$ cat config.mk
export PLATFORM = sky130hd
export DESIGN_NAME = neighbor_table_ttl_aging_top
export DESIGN_NICKNAME = d
export VERILOG_FILES = /design/src/sv/ntta_pkg.sv /design/src/sv/ntta_ctrl.sv /design/src/sv/ntta_dp.sv /design/src/sv/neighbor_table_ttl_aging_top.sv
export SDC_FILE = /design/constraint.sdc
export NUM_CORES = 2
export LEC_CHECK = 0
export ABC_AREA = 0
export BUFFER_PORTS_ARGS = -buffer_cell sky130_fd_sc_hd__buf_2
export CORE_ASPECT_RATIO = 1.2
export CORE_UTILIZATION = 40
export CTS_CLUSTER_SIZE = 8
export DETAILED_ROUTE_END_ITERATION = 10
export PLACE_DENSITY = 0.6
export REMOVE_ABC_BUFFERS = 1
export SETUP_SLACK_MARGIN = 0.4
export SKIP_CTS_REPAIR_TIMING = 1
export SLEW_MARGIN = 20
export SYNTH_ARGS = -nofsm -noshare
export SYNTH_HDL_FRONTEND = slang
export SYNTH_SLANG_ARGS = --single-unit
$ cat constraint.sdc
create_clock -name clk -period 9.3 [get_ports clk]
set_clock_uncertainty 0.05 [all_clocks]
set_input_delay 1.86 -clock clk [delete_from_list [all_inputs] [get_ports clk]]
set_output_delay 1.86 -clock clk [all_outputs]
set_load 0.02 [all_outputs]
$ cat src/sv/ntta_pkg.sv
// ----------------------------------------------------------------------------
// ntta_pkg: shared types and constants of the neighbor table
// Field widths, status codes, table entry layout and the command and status
// bundles that join the controller and the datapath.
// ----------------------------------------------------------------------------
package ntta_pkg;

  // field widths
  localparam int ID_W    = 48;
  localparam int IP_W    = 32;
  localparam int COST_W  = 16;
  localparam int LEN_W   = 11;
  localparam int TTL_W   = 8;
  localparam int COUNT_W = 5;

  // default table size and register reset
  localparam int TABLE_DEPTH_DEF = 16;
  localparam logic [TTL_W-1:0] MAX_TTL_RST = 8'd3;
  localparam logic [LEN_W-1:0] HELLO_LEN   = 11'd2;

  // input tdata layout, lowest field first
  localparam int IN_ID_LSB   = 0;
  localparam int IN_IP_LSB   = IN_ID_LSB + ID_W;
  localparam int IN_COST_LSB = IN_IP_LSB + IP_W;
  localparam int IN_LEN_LSB  = IN_COST_LSB + COST_W;
  localparam int IN_USED_W   = IN_LEN_LSB + LEN_W;
  localparam int IN_TDATA_W  = ((IN_USED_W + 7) / 8) * 8;

  // output tdata layout, lowest field first
  localparam int STATUS_W     = 3;
  localparam int OUT_ID_LSB   = STATUS_W;
  localparam int OUT_COST_LSB = OUT_ID_LSB + ID_W;
  localparam int OUT_CNT_LSB  = OUT_COST_LSB + COST_W;
  localparam int OUT_USED_W   = OUT_CNT_LSB + COUNT_W;
  localparam int OUT_TDATA_W  = ((OUT_USED_W + 7) / 8) * 8;

  typedef enum logic [STATUS_W-1:0] {
    ST_REFRESHED = 3'd0,
    ST_ADDED     = 3'd1,
    ST_BAD_LEN   = 3'd2,
    ST_FULL      = 3'd3,
    ST_EXPIRED   = 3'd4,
    ST_TICK_DONE = 3'd5
  } status_t;

  // one neighbor table entry
  typedef struct packed {
    logic [ID_W-1:0]   id;
    logic [COST_W-1:0] cost;
    logic [IP_W-1:0]   ip;
    logic [TTL_W-1:0]  ttl;
  } entry_t;

  // one expired neighbor waiting to be reported
  typedef struct packed {
    logic [ID_W-1:0]   id;
    logic [COST_W-1:0] cost;
  } gone_t;

  // controller to datapath
  typedef struct packed {
    logic    accept;      // input transfer, latch fields and clear pointers
    logic    scan;        // read the next table entry if any is left
    logic    tick_step;   // compact the entry in the compare stage
    logic    wr_refresh;  // write back the matched entry
    logic    wr_append;   // append a new entry at the table end
    logic    tick_commit; // take the survivor count, rewind report pointer
    logic    gone_rd;     // read the next expired entry
    logic    e_inc;       // step the report pointer
    logic    out_load;    // load the output register
    status_t out_status;
    logic    out_last;
  } cmd_t;

  // datapath to controller
  typedef struct packed {
    logic in_hello;
    logic in_len_bad;
    logic rd_done;
    logic cmp_vld;
    logic match;
    logic full;
    logic gone_left;
    logic out_free;
  } sts_t;

endpackage

$ cat src/sv/ntta_ctrl.sv
// ----------------------------------------------------------------------------
// ntta_ctrl: sequencer of the neighbor table
// Walks each hello or tick through its scan and report phases and drives
// the datapath by command; decisions come from the datapath status.
// ----------------------------------------------------------------------------
module ntta_ctrl (
  input  logic            clk,
  input  logic            rst_n,
  input  logic            in_tvalid,
  output logic            in_tready,
  input  ntta_pkg::sts_t  sts,
  output ntta_pkg::cmd_t  cmd
);

  typedef enum logic [2:0] {
    S_IDLE,
    S_H_SCAN,
    S_H_EMIT,
    S_T_SCAN,
    S_T_RD,
    S_T_OUT,
    S_T_DONE
  } state_t;

  state_t              state_r, state_nxt;
  ntta_pkg::status_t   status_r, status_nxt;
  logic                accept;

  assign in_tready = (state_r == S_IDLE);
  assign accept    = in_tvalid && in_tready;

  // next state and commands
  always_comb begin
    state_nxt       = state_r;
    status_nxt      = status_r;
    cmd             = '0;
    cmd.out_status  = status_r;
    cmd.accept      = accept;
    unique case (state_r)
      S_IDLE: begin
        if (accept) begin
          if (!sts.in_hello) begin
            state_nxt = S_T_SCAN;
          end else if (sts.in_len_bad) begin
            status_nxt = ntta_pkg::ST_BAD_LEN;
            state_nxt  = S_H_EMIT;
          end else begin
            state_nxt = S_H_SCAN;
          end
        end
      end
      S_H_SCAN: begin
        cmd.scan = 1'b1;
        if (sts.match) begin
          cmd.wr_refresh = 1'b1;
          status_nxt     = ntta_pkg::ST_REFRESHED;
          state_nxt      = S_H_EMIT;
        end else if (sts.rd_done && !sts.cmp_vld) begin
          if (sts.full) begin
            status_nxt = ntta_pkg::ST_FULL;
          end else begin
            cmd.wr_append = 1'b1;
            status_nxt    = ntta_pkg::ST_ADDED;
          end
          state_nxt = S_H_EMIT;
        end
      end
      S_H_EMIT: begin
        if (sts.out_free) begin
          cmd.out_load = 1'b1;
          cmd.out_last = 1'b1;
          state_nxt    = S_IDLE;
        end
      end
      S_T_SCAN: begin
        cmd.scan      = 1'b1;
        cmd.tick_step = 1'b1;
        if (sts.rd_done && !sts.cmp_vld) begin
          cmd.tick_commit = 1'b1;
          state_nxt       = S_T_RD;
        end
      end
      S_T_RD: begin
        if (sts.gone_left) begin
          cmd.gone_rd = 1'b1;
          state_nxt   = S_T_OUT;
        end else begin
          state_nxt = S_T_DONE;
        end
      end
      S_T_OUT: begin
        cmd.out_status = ntta_pkg::ST_EXPIRED;
        if (sts.out_free) begin
          cmd.out_load = 1'b1;
          cmd.e_inc    = 1'b1;
          state_nxt    = S_T_RD;
        end
      end
      S_T_DONE: begin
        cmd.out_status = ntta_pkg::ST_TICK_DONE;
        if (sts.out_free) begin
          cmd.out_load = 1'b1;
          cmd.out_last = 1'b1;
          state_nxt    = S_IDLE;
        end
      end
      default: begin
        state_nxt = S_IDLE;
      end
    endcase
  end

  // state and held result status
  always_ff @(posedge clk) begin
    if (!rst_n) begin
      state_r  <= S_IDLE;
      status_r <= ntta_pkg::ST_REFRESHED;
    end else begin
      state_r  <= state_nxt;
      status_r <= status_nxt;
    end
  end

endmodule

$ cat src/sv/ntta_dp.sv
// ----------------------------------------------------------------------------
// ntta_dp: datapath of the neighbor table
// Table memory with registered read, compare and compaction stage, store of
// expired entries, entry count, max_ttl register and the output register.
// ----------------------------------------------------------------------------
module ntta_dp #(
  parameter int TABLE_DEPTH = ntta_pkg::TABLE_DEPTH_DEF
) (
  input  logic                               clk,
  input  logic                               rst_n,
  input  logic [ntta_pkg::IN_TDATA_W-1:0]    in_tdata,
  input  logic                               in_tuser,
  input  logic                               cfg_valid,
  input  logic [ntta_pkg::TTL_W-1:0]         cfg_data,
  input  ntta_pkg::cmd_t                     cmd,
  output ntta_pkg::sts_t                     sts,
  output logic                               out_tvalid,
  input  logic                               out_tready,
  output logic [ntta_pkg::OUT_TDATA_W-1:0]   out_tdata,
  output logic                               out_tlast
);

  localparam int IW = (TABLE_DEPTH > 1) ? $clog2(TABLE_DEPTH) : 1;
  localparam int CW = $clog2(TABLE_DEPTH + 1);

  // storage
  ntta_pkg::entry_t tbl_mem  [TABLE_DEPTH];
  ntta_pkg::gone_t  gone_mem [TABLE_DEPTH];

  // latched hello fields
  logic [ntta_pkg::ID_W-1:0]    in_id_r;
  logic [ntta_pkg::IP_W-1:0]    in_ip_r;
  logic [ntta_pkg::COST_W-1:0]  in_cost_r;

  logic [ntta_pkg::TTL_W-1:0]   max_ttl_r;
  logic [CW-1:0]                count_r;
  logic [CW-1:0]                rd_ptr_r;
  logic [CW-1:0]                keep_r;
  logic [CW-1:0]                gone_cnt_r;
  logic [CW-1:0]                e_ptr_r;
  logic                         cmp_vld_r;
  logic [IW-1:0]                cmp_idx_r;
  ntta_pkg::entry_t             rd_q;
  ntta_pkg::gone_t              gone_q;

  logic                         rd_en;
  logic                         tick_upd;
  logic [ntta_pkg::TTL_W-1:0]   ttl_dec;
  logic                         expire;
  logic                         tbl_we;
  logic [IW-1:0]                tbl_wa;
  ntta_pkg::entry_t             tbl_wd;

  // output register
  logic                         out_vld_r;
  ntta_pkg::status_t            out_status_r;
  logic [ntta_pkg::ID_W-1:0]    out_id_r;
  logic [ntta_pkg::COST_W-1:0]  out_cost_r;
  logic [ntta_pkg::COUNT_W-1:0] out_cnt_r;
  logic                         out_last_r;
  logic [ntta_pkg::ID_W-1:0]    out_id_nxt;
  logic [ntta_pkg::COST_W-1:0]  out_cost_nxt;

  // status toward the controller
  assign sts.in_hello   = in_tuser;
  assign sts.in_len_bad = in_tdata[ntta_pkg::IN_LEN_LSB +: ntta_pkg::LEN_W] != ntta_pkg::HELLO_LEN;
  assign sts.rd_done    = (rd_ptr_r == count_r);
  assign sts.cmp_vld    = cmp_vld_r;
  assign sts.match      = cmp_vld_r && (rd_q.id == in_id_r);
  assign sts.full       = (count_r == CW'(TABLE_DEPTH));
  assign sts.gone_left  = (e_ptr_r != gone_cnt_r);
  assign sts.out_free   = !out_vld_r || out_tready;

  // latch the input fields on transfer
  always_ff @(posedge clk) begin
    if (cmd.accept) begin
      in_id_r   <= in_tdata[ntta_pkg::IN_ID_LSB +: ntta_pkg::ID_W];
      in_ip_r   <= in_tdata[ntta_pkg::IN_IP_LSB +: ntta_pkg::IP_W];
      in_cost_r <= in_tdata[ntta_pkg::IN_COST_LSB +: ntta_pkg::COST_W];
    end
  end

  // configuration register
  always_ff @(posedge clk) begin
    if (!rst_n) begin
      max_ttl_r <= ntta_pkg::MAX_TTL_RST;
    end else if (cfg_valid) begin
      max_ttl_r <= cfg_data;
    end
  end

  // scan read, one entry per cycle
  assign rd_en = cmd.scan && (rd_ptr_r != count_r);

  always_ff @(posedge clk) begin
    if (rd_en) begin
      rd_q <= tbl_mem[rd_ptr_r[IW-1:0]];
    end
  end

  always_ff @(posedge clk) begin
    if (!rst_n) begin
      rd_ptr_r  <= '0;
      cmp_vld_r <= 1'b0;
      cmp_idx_r <= '0;
    end else begin
      if (cmd.accept) begin
        rd_ptr_r <= '0;
      end else if (rd_en) begin
        rd_ptr_r <= rd_ptr_r + CW'(1);
      end
      cmp_vld_r <= rd_en && !cmd.accept;
      cmp_idx_r <= rd_ptr_r[IW-1:0];
    end
  end

  // aging of the entry in the compare stage
  assign tick_upd = cmd.tick_step && cmp_vld_r;
  assign ttl_dec  = rd_q.ttl - 8'd1;
  assign expire   = (ttl_dec == '0);

  // table write port: refresh, append or compaction
  always_comb begin
    tbl_we = 1'b0;
    tbl_wa = cmp_idx_r;
    tbl_wd = rd_q;
    priority if (cmd.wr_refresh) begin
      tbl_we      = 1'b1;
      tbl_wd.cost = in_cost_r;
      tbl_wd.ttl  = max_ttl_r;
    end else if (cmd.wr_append) begin
      tbl_we = 1'b1;
      tbl_wa = count_r[IW-1:0];
      tbl_wd = '{id: in_id_r, cost: in_cost_r, ip: in_ip_r, ttl: max_ttl_r};
    end else if (tick_upd && !expire) begin
      tbl_we     = 1'b1;
      tbl_wa     = keep_r[IW-1:0];
      tbl_wd.ttl = ttl_dec;
    end else begin
      tbl_we = 1'b0;
    end
  end

  always_ff @(posedge clk) begin
    if (tbl_we) begin
      tbl_mem[tbl_wa] <= tbl_wd;
    end
  end

  // expired entries wait here until the count is final
  always_ff @(posedge clk) begin
    if (tick_upd && expire) begin
      gone_mem[gone_cnt_r[IW-1:0]] <= '{id: rd_q.id, cost: rd_q.cost};
    end
    if (cmd.gone_rd) begin
      gone_q <= gone_mem[e_ptr_r[IW-1:0]];
    end
  end

  // entry count and compaction pointers
  always_ff @(posedge clk) begin
    if (!rst_n) begin
      count_r    <= '0;
      keep_r     <= '0;
      gone_cnt_r <= '0;
      e_ptr_r    <= '0;
    end else begin
      if (cmd.wr_append) begin
        count_r <= count_r + CW'(1);
      end else if (cmd.tick_commit) begin
        count_r <= keep_r;
      end
      if (cmd.accept) begin
        keep_r     <= '0;
        gone_cnt_r <= '0;
      end else if (tick_upd) begin
        if (expire) begin
          gone_cnt_r <= gone_cnt_r + CW'(1);
        end else begin
          keep_r <= keep_r + CW'(1);
        end
      end
      if (cmd.tick_commit) begin
        e_ptr_r <= '0;
      end else if (cmd.e_inc) begin
        e_ptr_r <= e_ptr_r + CW'(1);
      end
    end
  end

  // result fields by status
  always_comb begin
    unique case (cmd.out_status)
      ntta_pkg::ST_REFRESHED, ntta_pkg::ST_ADDED: begin
        out_id_nxt   = in_id_r;
        out_cost_nxt = in_cost_r;
      end
      ntta_pkg::ST_EXPIRED: begin
        out_id_nxt   = gone_q.id;
        out_cost_nxt = gone_q.cost;
      end
      ntta_pkg::ST_TICK_DONE: begin
        out_id_nxt   = '0;
        out_cost_nxt = '0;
      end
      default: begin
        out_id_nxt   = in_id_r;
        out_cost_nxt = '0;
      end
    endcase
  end

  // output register, holds while the receiver stalls
  always_ff @(posedge clk) begin
    if (!rst_n) begin
      out_vld_r <= 1'b0;
    end else if (cmd.out_load) begin
      out_vld_r <= 1'b1;
    end else if (out_tready) begin
      out_vld_r <= 1'b0;
    end
  end

  always_ff @(posedge clk) begin
    if (cmd.out_load) begin
      out_status_r <= cmd.out_status;
      out_id_r     <= out_id_nxt;
      out_cost_r   <= out_cost_nxt;
      out_cnt_r    <= ntta_pkg::COUNT_W'(count_r);
      out_last_r   <= cmd.out_last;
    end
  end

  assign out_tvalid = out_vld_r;
  assign out_tlast  = out_last_r;
  assign out_tdata  = ntta_pkg::OUT_TDATA_W'({out_cnt_r, out_cost_r, out_id_r, out_status_r});

endmodule

$ cat src/sv/neighbor_table_ttl_aging_top.sv
// ----------------------------------------------------------------------------
// neighbor_table_ttl_aging_top: mesh neighbor table with TTL aging
// Insertion-ordered table of neighbors refreshed by hellos and aged by ticks.
// ----------------------------------------------------------------------------
// Usage:
//   in_*   : one item per transfer; in_tuser = 1 for a hello, 0 for a tick.
//            A tick ignores in_tdata.
//   out_*  : result items; out_tlast marks the final result of an item.
//            A hello gives one result, a tick one per expired neighbor
//            followed by a tick-done summary.
//   cfg_*  : writes max_ttl, always ready; write only while the block is idle.
// Work per item, for a table holding N entries (the table memory gives one entry
// per cycle through its single read port):
//   hello with bad length : no table scan before the result
//   other hello           : scans up to N entries (stops early on a match)
//   tick with E expired   : scans all N entries, then E results and the summary
// One item is in work at a time; in_tready returns as soon as the last
// result is in the output register, so the next item may enter while it
// waits. A stalled receiver holds the output register and the sequencer.
// Reset clears the table to empty and max_ttl to 3; no clearing pass.
// ----------------------------------------------------------------------------
module neighbor_table_ttl_aging_top #(
  parameter int TABLE_DEPTH = ntta_pkg::TABLE_DEPTH_DEF
) (
  input  logic                              clk,
  input  logic                              rst_n,
  // input channel
  input  logic                              in_tvalid,
  output logic                              in_tready,
  // sender_id[47:0], sender_ip[79:48], link_cost[95:80], payload_len[106:96]
  input  logic [ntta_pkg::IN_TDATA_W-1:0]   in_tdata,
  // func[0]
  input  logic                              in_tuser,
  // configuration channel: max_ttl
  input  logic                              cfg_valid,
  output logic                              cfg_ready,
  input  logic [ntta_pkg::TTL_W-1:0]        cfg_data,
  // result channel
  output logic                              out_tvalid,
  input  logic                              out_tready,
  // status[2:0], neighbor_id[50:3], neighbor_cost[66:51], neighbor_count[71:67]
  output logic [ntta_pkg::OUT_TDATA_W-1:0]  out_tdata,
  output logic                              out_tlast
);

  ntta_pkg::cmd_t cmd;
  ntta_pkg::sts_t sts;

  // register writes never stall
  assign cfg_ready = 1'b1;

  ntta_ctrl u_ctrl (
    .clk       (clk),
    .rst_n     (rst_n),
    .in_tvalid (in_tvalid),
    .in_tready (in_tready),
    .sts       (sts),
    .cmd       (cmd)
  );

  ntta_dp #(
    .TABLE_DEPTH (TABLE_DEPTH)
  ) u_dp (
    .clk        (clk),
    .rst_n      (rst_n),
    .in_tdata   (in_tdata),
    .in_tuser   (in_tuser),
    .cfg_valid  (cfg_valid && cfg_ready),
    .cfg_data   (cfg_data),
    .cmd        (cmd),
    .sts        (sts),
    .out_tvalid (out_tvalid),
    .out_tready (out_tready),
    .out_tdata  (out_tdata),
    .out_tlast  (out_tlast)
  );

endmodule

Word level (Yosys, flattened, before mapping)
Memories as Yosys holds them, arrays and structs flattened. A register that Yosys moved wholly into a read port is not among the register bits.
Cells that the tools add are included.
{ "word_totals": {"n_memories": 2, "inputBits": 126, "mem_bits_rw": 2688, "output_inout_bits": 76, "register_bits": 214, "word_cells": 135} }
{ "op_classes": {"n_reduce_logical": 28, "n_addsub": 6, "n_mux": 56, "bitwise_logic": 2, "n_eq_ne": 22} }
{ "memory_table": {"columns": ["name", "depth", "word_bits", "rd", "rd_ports_with_merged_regs", "wr", "line_no", "source"], "rows": [
  ["u_dp.tbl_mem", 16, 104, 1, 1, 1, "ntta_dp.sv:27", "ntta_pkg::entry_t tbl_mem [TABLE_DEPTH];"],
  ["u_dp.gone_mem", 16, 64, 1, 1, 1, "ntta_dp.sv:28", "ntta_pkg::gone_t gone_mem [TABLE_DEPTH];"]
]} }
{ "ops": {"columns": ["op", "count"], "rows": [
  ["2-to-1 mux 96 bit", 1],
  ["case mux 48 bit (2 select lines)", 1],
  ["== test 48 bit", 1],
  ["2-to-1 mux 48 bit", 1],
  ["2-to-1 mux 3 bit", 12],
  ["2-to-1 mux 32 bit", 1],
  ["case mux 16 bit (2 select lines)", 1],
  ["adder 5 x 1 -> 5 bit, second input constant", 5],
  ["2-to-1 mux 8 bit", 3],
  ["2-to-1 mux 1 bit", 21],
  ["case mux 3 bit (6 select lines)", 1],
  ["2-to-1 mux 16 bit", 1],
  ["== test 3 bit, second input constant", 5],
  ["2-to-1 mux 4 bit", 3],
  ["case mux 3 bit (2 select lines)", 2],
  ["inequality test 11 x 2 -> 1 bit, second input constant", 1],
  ["2-to-1 mux 2 bit", 5],
  ["2-to-1 mux 5 bit", 2],
  ["inequality test 5 bit", 2],
  ["AND reduction 5 bit", 2],
  ["OR reduction 2 bit", 5],
  ["logical AND 1 bit", 8],
  ["zero test 8 bit", 1],
  ["inequality test 2 bit, second input constant", 4],
  ["other kinds (14)", 25]
]} }

Depth between registers and ports, before layout
{ "logic_depth": {"depth_word": 9, "mapped_depth": 10, "ltp_nobuf": 9} }

By module
From an unflattened synthesis, not the netlist that was laid out.
{ "unflattened": {"cells_unflattened": 3989, "hier_area_um2": 94665.8} }
{ "by_module_without_submodules": {"columns": ["mod", "area_each_um2", "seq_area_each_um2", "n_inst", "cells_per_inst"], "rows": [
  ["ntta_dp", 94176.6, 74321.3, 1, 3922],
  ["ntta_ctrl", 478.0, 100.1, 1, 65],
  ["neighbor_table_ttl_aging_top", 11.3, 0.0, 1, 2]
]} }

Worst setup path before layout
Ideal clock, no wire load.
{ "synth_timing": {"path_type": "register to register", "startpoint": "reg, netlist name u_dp.rd_q[2]", "endpoint": "mem u_dp.tbl_mem[12][0] (netlist name) (enable)", "synth_period_minus_slack_ps": 8352, "t_arrival_ps": 7692, "setup_slack_ps": 948, "stages_incl_launch_ff": 9, "setup_ps": 609, "path_cell_list": "edfxtp_1 buf_6 or4_4 o31a_1 a2111oi_4 o21ai_4 o221ai_2 nand2_1 a211oi_1"} }
{ "synth_between": {"elab_chain_len": 9, "word_cells_on_any_way": 12} }
{ "synth_lines": {"columns": ["item", "line_no", "source"], "rows": [
  ["subtractor 8 x 1 -> 8 bit *", "ntta_dp.sv:119", "assign ttl_dec = rd_q.ttl - 8'd1;"],
  ["zero test 8 bit *", "ntta_dp.sv:120", "assign expire = (ttl_dec == '0);"],
  ["zero test 1 bit *", "ntta_dp.sv:135", "end else if (tick_upd && !expire) begin"],
  ["logical AND 1 bit *", "ntta_dp.sv:135", null],
  ["2-to-1 mux 1 bit", "ntta_dp.sv:135", null],
  ["2-to-1 mux 1 bit", "ntta_dp.sv:131", "end else if (cmd.wr_append) begin"],
  ["2-to-1 mux 1 bit", "ntta_dp.sv:127", "priority if (cmd.wr_refresh) begin"],
  ["2-to-1 mux 1 bit", "ntta_dp.sv:145", "if (tbl_we) begin"],
  ["2-to-1 mux 1 bit (not written as such)", "ntta_dp.sv:146", "tbl_mem[tbl_wa] <= tbl_wd;"],
  ["end, declared", "ntta_dp.sv:27", null]
]} }
Every way passes the cells marked *; elsewhere a longest branch is shown, timed or not.

Worst setup path in the final report
{ "layout_timing": {"startpoint": "reg, netlist name u_dp.rd_q[88]", "endpoint": "mem u_dp.tbl_mem[13][80] (netlist name) (enable)"} }
{ "layout_between": {"elab_chain_len": 8, "word_cells_on_any_way": 11} }
{ "layout_lines": {"columns": ["item", "line_no", "source"], "rows": [
  ["== test 48 bit *", "ntta_dp.sv:69", "assign sts.match = cmp_vld_r && (rd_q.id == in_id_r);"],
  ["logical AND 1 bit *", "ntta_dp.sv:69", null],
  ["2-to-1 mux 1 bit", "ntta_ctrl.sv:54", "if (sts.match) begin"],
  ["2-to-1 mux 2 bit *", "ntta_ctrl.sv:39", "unique case (state_r)"],
  ["2-to-1 mux 1 bit", "ntta_dp.sv:131", null],
  ["2-to-1 mux 1 bit", "ntta_dp.sv:127", null],
  ["2-to-1 mux 1 bit", "ntta_dp.sv:145", null],
  ["2-to-1 mux 1 bit (not written as such)", "ntta_dp.sv:146", null]
]} }
Marks and branches as above.

==> impl_metrics.xml <==
<?xml version="1.0" encoding="UTF-8"?>
<metrics>
  <group name="outcome">
    <metric name="run_status" unit="">finished with violations</metric>
    <metric name="violations_in_the_final_reports" unit="">design-rule violations</metric>
  </group>
  <group name="power_and_ir_drop">
    <metric name="p_leak" unit="uW">0.0335</metric>
    <metric name="power_density" unit="nW/um2">243</metric>
    <metric name="peakVddDrop" unit="mV">0.149</metric>
    <metric name="power" unit="uW">26500</metric>
  </group>
  <group name="layout">
    <metric name="layout-drive-gt1-share" unit="%">31.5</metric>
    <metric name="syn2layout_area_growth" unit="%">15.7</metric>
    <metric name="nFillCells" unit="">19100</metric>
    <metric name="finalNetCount" unit="">4579</metric>
  </group>
  <group name="grt">
    <metric name="grt_remaining_overflow" unit="">0</metric>
    <metric name="maximum_number_of_pins_on_one_net_before_global_route_repair" unit="">144</metric>
    <metric name="grt_antenna_before_repair" unit="">12</metric>
    <metric name="first_pass_grt_wire_length" unit="um">335000</metric>
    <metric name="grt.total_usage" unit="%">19.8</metric>
    <metric name="first_global_vias" unit="">45400</metric>
  </group>
  <group name="logic_synthesis">
    <metric name="synth_compound_area_share" unit="%">1.21</metric>
    <metric name="synth_seq_area_share" unit="%">78.8</metric>
    <metric name="postSynthCellCount" unit="">4006</metric>
    <metric name="yosysUniqueCellTypes" unit="">68</metric>
    <metric name="proportion_of_synthesized_area_in_mux_cells" unit="%">16.6</metric>
    <metric name="synth_enable_flop_cells" unit="">2449</metric>
    <metric name="syn_area_per_cell" unit="um2">23.6</metric>
    <metric name="synthesized_area_fraction_occupied_by_adder_cells" unit="%">0.146</metric>
    <metric name="synth_ff_type" unit="">sky130_fd_sc_hd__edfxtp_1</metric>
    <metric name="synth-xor-area-share" unit="%">0.658</metric>
    <metric name="synth_top_family_by_area" unit="">multiplexers</metric>
    <metric name="ys_ff_latch" unit="">2493</metric>
    <metric name="synth_async_sr_flop_share" unit="%">0</metric>
    <metric name="post_synth_and_or_nand_nor_area_fraction" unit="%">1.74</metric>
    <metric name="yosys_warnings" unit="">0</metric>
    <metric name="synth_area" unit="um2">94500</metric>
  </group>
  <group name="timing">
    <metric name="clock.fmax" unit="MHz">177</metric>
    <metric name="finalHoldViolCount" unit="">0</metric>
    <metric name="grt_setup_unrepaired" unit="">no</metric>
    <metric name="setup-violations-final" unit="">0</metric>
    <metric name="finalMaxSlewViolations" unit="">0</metric>
    <metric name="slew_headroom" unit="%">22.4</metric>
    <metric name="max_slew.worst_pin.slew" unit="ps">1160</metric>
    <metric name="post-route-period-util" unit="%">60.8</metric>
    <metric name="setup_tns" unit="ps">0</metric>
    <metric name="fin_crit" unit="ps">5650</metric>
  </group>
  <group name="routing">
    <metric name="wl_per_cell" unit="um">30.9</metric>
    <metric name="routed-via-count" unit="">43500</metric>
    <metric name="vias_per_cell" unit="">5.67</metric>
    <metric name="drt_pass1_iterations" unit="">8</metric>
    <metric name="ant_nets" unit="">0</metric>
    <metric name="routed_wirelength" unit="um">237000</metric>
    <metric name="detailed_route_drc_error_count" unit="">2</metric>
    <metric name="detailedRoute.firstIterationViolations" unit="">4450</metric>
  </group>
  <group name="placed_design">
    <metric name="gp_congestion" unit="">0.773</metric>
    <metric name="numPortBuffers" unit="">163</metric>
    <metric name="hpwlAfterDp" unit="um">126000</metric>
  </group>
  <group name="cts">
    <metric name="clockBufferDepth" unit="">4</metric>
    <metric name="cts_buffers" unit="">354</metric>
    <metric name="tritoncts_num_sinks" unit="">2493</metric>
    <metric name="clk-insertion-delay-late" unit="ps">870</metric>
    <metric name="clk_transition_reported_paths" unit="ps">50</metric>
    <metric name="clock_tree.root_cell" unit="">sky130_fd_sc_hd__clkbuf_16</metric>
    <metric name="cts_tree" unit="">yes</metric>
    <metric name="h-tree-depth" unit="">5</metric>
  </group>
  <group name="worst_setup_path">
    <metric name="r2r.worst_path.cells" unit="">9</metric>
    <metric name="critPathCapture" unit="">u_dp.tbl_mem[13][80]</metric>
    <metric name="crit_slowest_cell" unit="">sky130_fd_sc_hd__xnor2_1</metric>
    <metric name="worst_setup_slack_for_register_to_register_paths" unit="ps">3650</metric>
    <metric name="worstPathArrival" unit="ps">6040</metric>
    <metric name="worstSetupStartpointType" unit="">flip-flop</metric>
    <metric name="setup.worst_path.start" unit="">u_dp.rd_q[88]</metric>
    <metric name="worstSetupPathType" unit="">reg2reg</metric>
    <metric name="crit_path_max_fanout" unit="">35</metric>
    <metric name="crit_top_cell" unit="">sky130_fd_sc_hd__buf_4</metric>
    <metric name="crit-reg2reg-capture" unit="">u_dp.tbl_mem[13][80]</metric>
    <metric name="crit_chain" unit="">xnor2_1 -&gt; nand4_1 -&gt; nor2_1 -&gt; nand4b_1 -&gt; nor4_1 -&gt; nand2_1 -&gt; a211oi_4 -&gt; buf_4 -&gt; buf_4</metric>
    <metric name="endpoint_kind" unit="">flip-flop</metric>
    <metric name="worstPathRequired" unit="ps">9690</metric>
    <metric name="timing.rr.start" unit="">u_dp.rd_q[88]</metric>
    <metric name="timing.critical_path.slowest_cell_delay" unit="ps">860</metric>
  </group>
  <group name="min_path">
    <metric name="worst_hold_path_type" unit="">reg2reg</metric>
  </group>
  <group name="floorplanning">
    <metric name="die-width" unit="um">446</metric>
    <metric name="start_util" unit="%">40.2</metric>
    <metric name="placeableCoreArea" unit="um2">235000</metric>
    <metric name="fp.dieArea" unit="um2">238000</metric>
    <metric name="fp-row-count" unit="">195</metric>
    <metric name="fp.dieH" unit="um">534</metric>
    <metric name="num_io_pins" unit="">202</metric>
  </group>
  <group name="job">
    <metric name="max-cap-violations" unit="">0</metric>
  </group>
</metrics>
-- layer usage --
metal / vias up / track usage, % / part of all wire [%]
li1: 17800 / - / -
met1: 23800 / 26.6 / 40
met2: 1565 / 33.5 / 51
met3: 340 / 3.03 / 6.3
met4: 8 / 5.42 / 2.5
met5: - / 0 / 0.016
-- cells by family (layout without fill, tap and decap cells) --
logic type / count (synthesis) / count (layout)
xor gates and xnor gates: 71 / 71
muxes: 714 / 714
other: 1 / 5
AOI/OAI and AO/OA: 147 / 147
and+or+nand+nor: 354 / 354
buffers and inverters: 215 / 726
adders and majority gates: 11 / 11
DFF: 2493 / 2493
-- final cells by class --
type / count / area (um2) / share of cell area [%]
clock inverter: 17 / 299 / 0.273
sequential: 2493 / 74500 / 68.1
inverter: 21 / 81.3 / 0.0744
tap: 3152 / 3940 / 3.61
clock buffer: 414 / 9210 / 8.42
antenna: 4 / 10.0 / 0.00915
timing repair buffer: 274 / 1810 / 1.65
multi-input combinational: 1298 / 19500 / 17.9
-- sequential cells by signal, summed over array words and instances (netlist names), 8 cells and up --
| name | count |
|---|---|
| u_dp.tbl_mem | 1152 |
| u_dp.gone_q | 64 |
| u_dp.in_cost_r | 16 |
| u_dp.gone_mem | 1024 |
| u_dp.rd_q | 72 |
| u_dp.out_cost_r | 16 |
| u_dp.out_id_r | 48 |
| u_dp.in_id_r | 48 |
| u_dp.max_ttl_r | 8 |
-- cell usage in the layout, fill, tap and decap left out, types with 40 or more instances in the layout --
cell,Yosys,routed
sky130_fd_sc_hd__mux4_2,680,680
sky130_fd_sc_hd__xnor2_1,47,47
sky130_fd_sc_hd__buf_4,1,99
sky130_fd_sc_hd__clkbuf_1,121,54
sky130_fd_sc_hd__edfxtp_1,2449,2449
sky130_fd_sc_hd__buf_2,2,163
sky130_fd_sc_hd__nor2_1,67,40
sky130_fd_sc_hd__a22o_1,60,60
sky130_fd_sc_hd__clkbuf_16,0,360
sky130_fd_sc_hd__nand2_1,172,171
-- report_power, final --
part	internal [uW]	leakage (uW)	total (uW)	switching, uW
Sequential	13100	0.0225	13400	254
Combinational	576	0.00641	1840	1260
Clock	6870	0.00463	11300	4450
Total	20600	0.0335	26500	5970
-- worst max-delay path: cells and delay by family, from the launching register on --
family,cells,cell delay (ps)
buf+inv,2,1300
xor+xnor,1,860
compound gates,1,320
flops,1,670
simple gates,5,1950
-- Yosys cell counts, drive strengths merged (3+ instances only) --
| master | number | area share [%] |
|---|---|---|
| edfxtp | 2449 | 78 |
| and2 | 8 | 0.053 |
| nor4 | 11 | 0.079 |
| nand4 | 20 | 0.13 |
| ha | 11 | 0.15 |
| nand3 | 11 | 0.058 |
| a31oi | 5 | 0.033 |
| clkbuf | 121 | 0.48 |
| inv | 21 | 0.083 |
| nor3 | 17 | 0.10 |
| and3 | 3 | 0.020 |
| o21ai | 26 | 0.15 |
| nand2b | 10 | 0.074 |
| a2111o | 3 | 0.036 |
| nor3b | 3 | 0.024 |
| a22o | 60 | 0.56 |
| o2111ai | 3 | 0.028 |
| nor2b | 8 | 0.053 |
| nor2 | 68 | 0.27 |
| a211oi | 7 | 0.061 |
| or2 | 5 | 0.036 |
| or3 | 5 | 0.033 |
| or4 | 7 | 0.061 |
| a21o | 3 | 0.025 |
| mux4 | 680 | 16 |
| buf | 73 | 0.30 |
| nand2 | 173 | 0.69 |
| mux2i | 12 | 0.13 |
| dfxtp | 44 | 0.93 |
| o211ai | 4 | 0.032 |
| a21oi | 20 | 0.11 |
| xnor2 | 47 | 0.44 |
| xor2 | 24 | 0.22 |
| mux2 | 22 | 0.26 |
-- worst min path at each step --
stage / endpoint / startpoint / cells past startpoint / slack, ps
3_5_place_dp: u_ctrl.status_r[1] / u_ctrl.status_r[1] / 2 / 430
6_report: u_ctrl.status_r[1] / u_ctrl.status_r[1] / 2 / 430
3_3_place_gp: u_ctrl.status_r[1] / u_ctrl.status_r[1] / 2 / 430
5_1_grt: u_ctrl.status_r[1] / u_ctrl.status_r[1] / 2 / 470
4_1_cts: u_ctrl.status_r[1] / u_ctrl.status_r[1] / 2 / 440
2_1_floorplan: u_dp.max_ttl_r[0] / u_dp.max_ttl_r[0] / 2 / 390
-- through the flow --
step / hold WS [ps] / utilization, % / worst slack (ps) / cell area [um2] / std cells
global placement: 426 / 42.5 / 3780 / 99800 / 7237
finish: 431 / 46.5 / 3650 / 109000 / 7673
floorplan: 386 / - / -11440 / 93700 / 3812
global route: 469 / 46.5 / 3720 / 109000 / 7670
CTS: 439 / 46.5 / 3690 / 109000 / 7668
detailed placement: 431 / 42.5 / 3740 / 99800 / 7237
(Power assumes the default switching activity.)
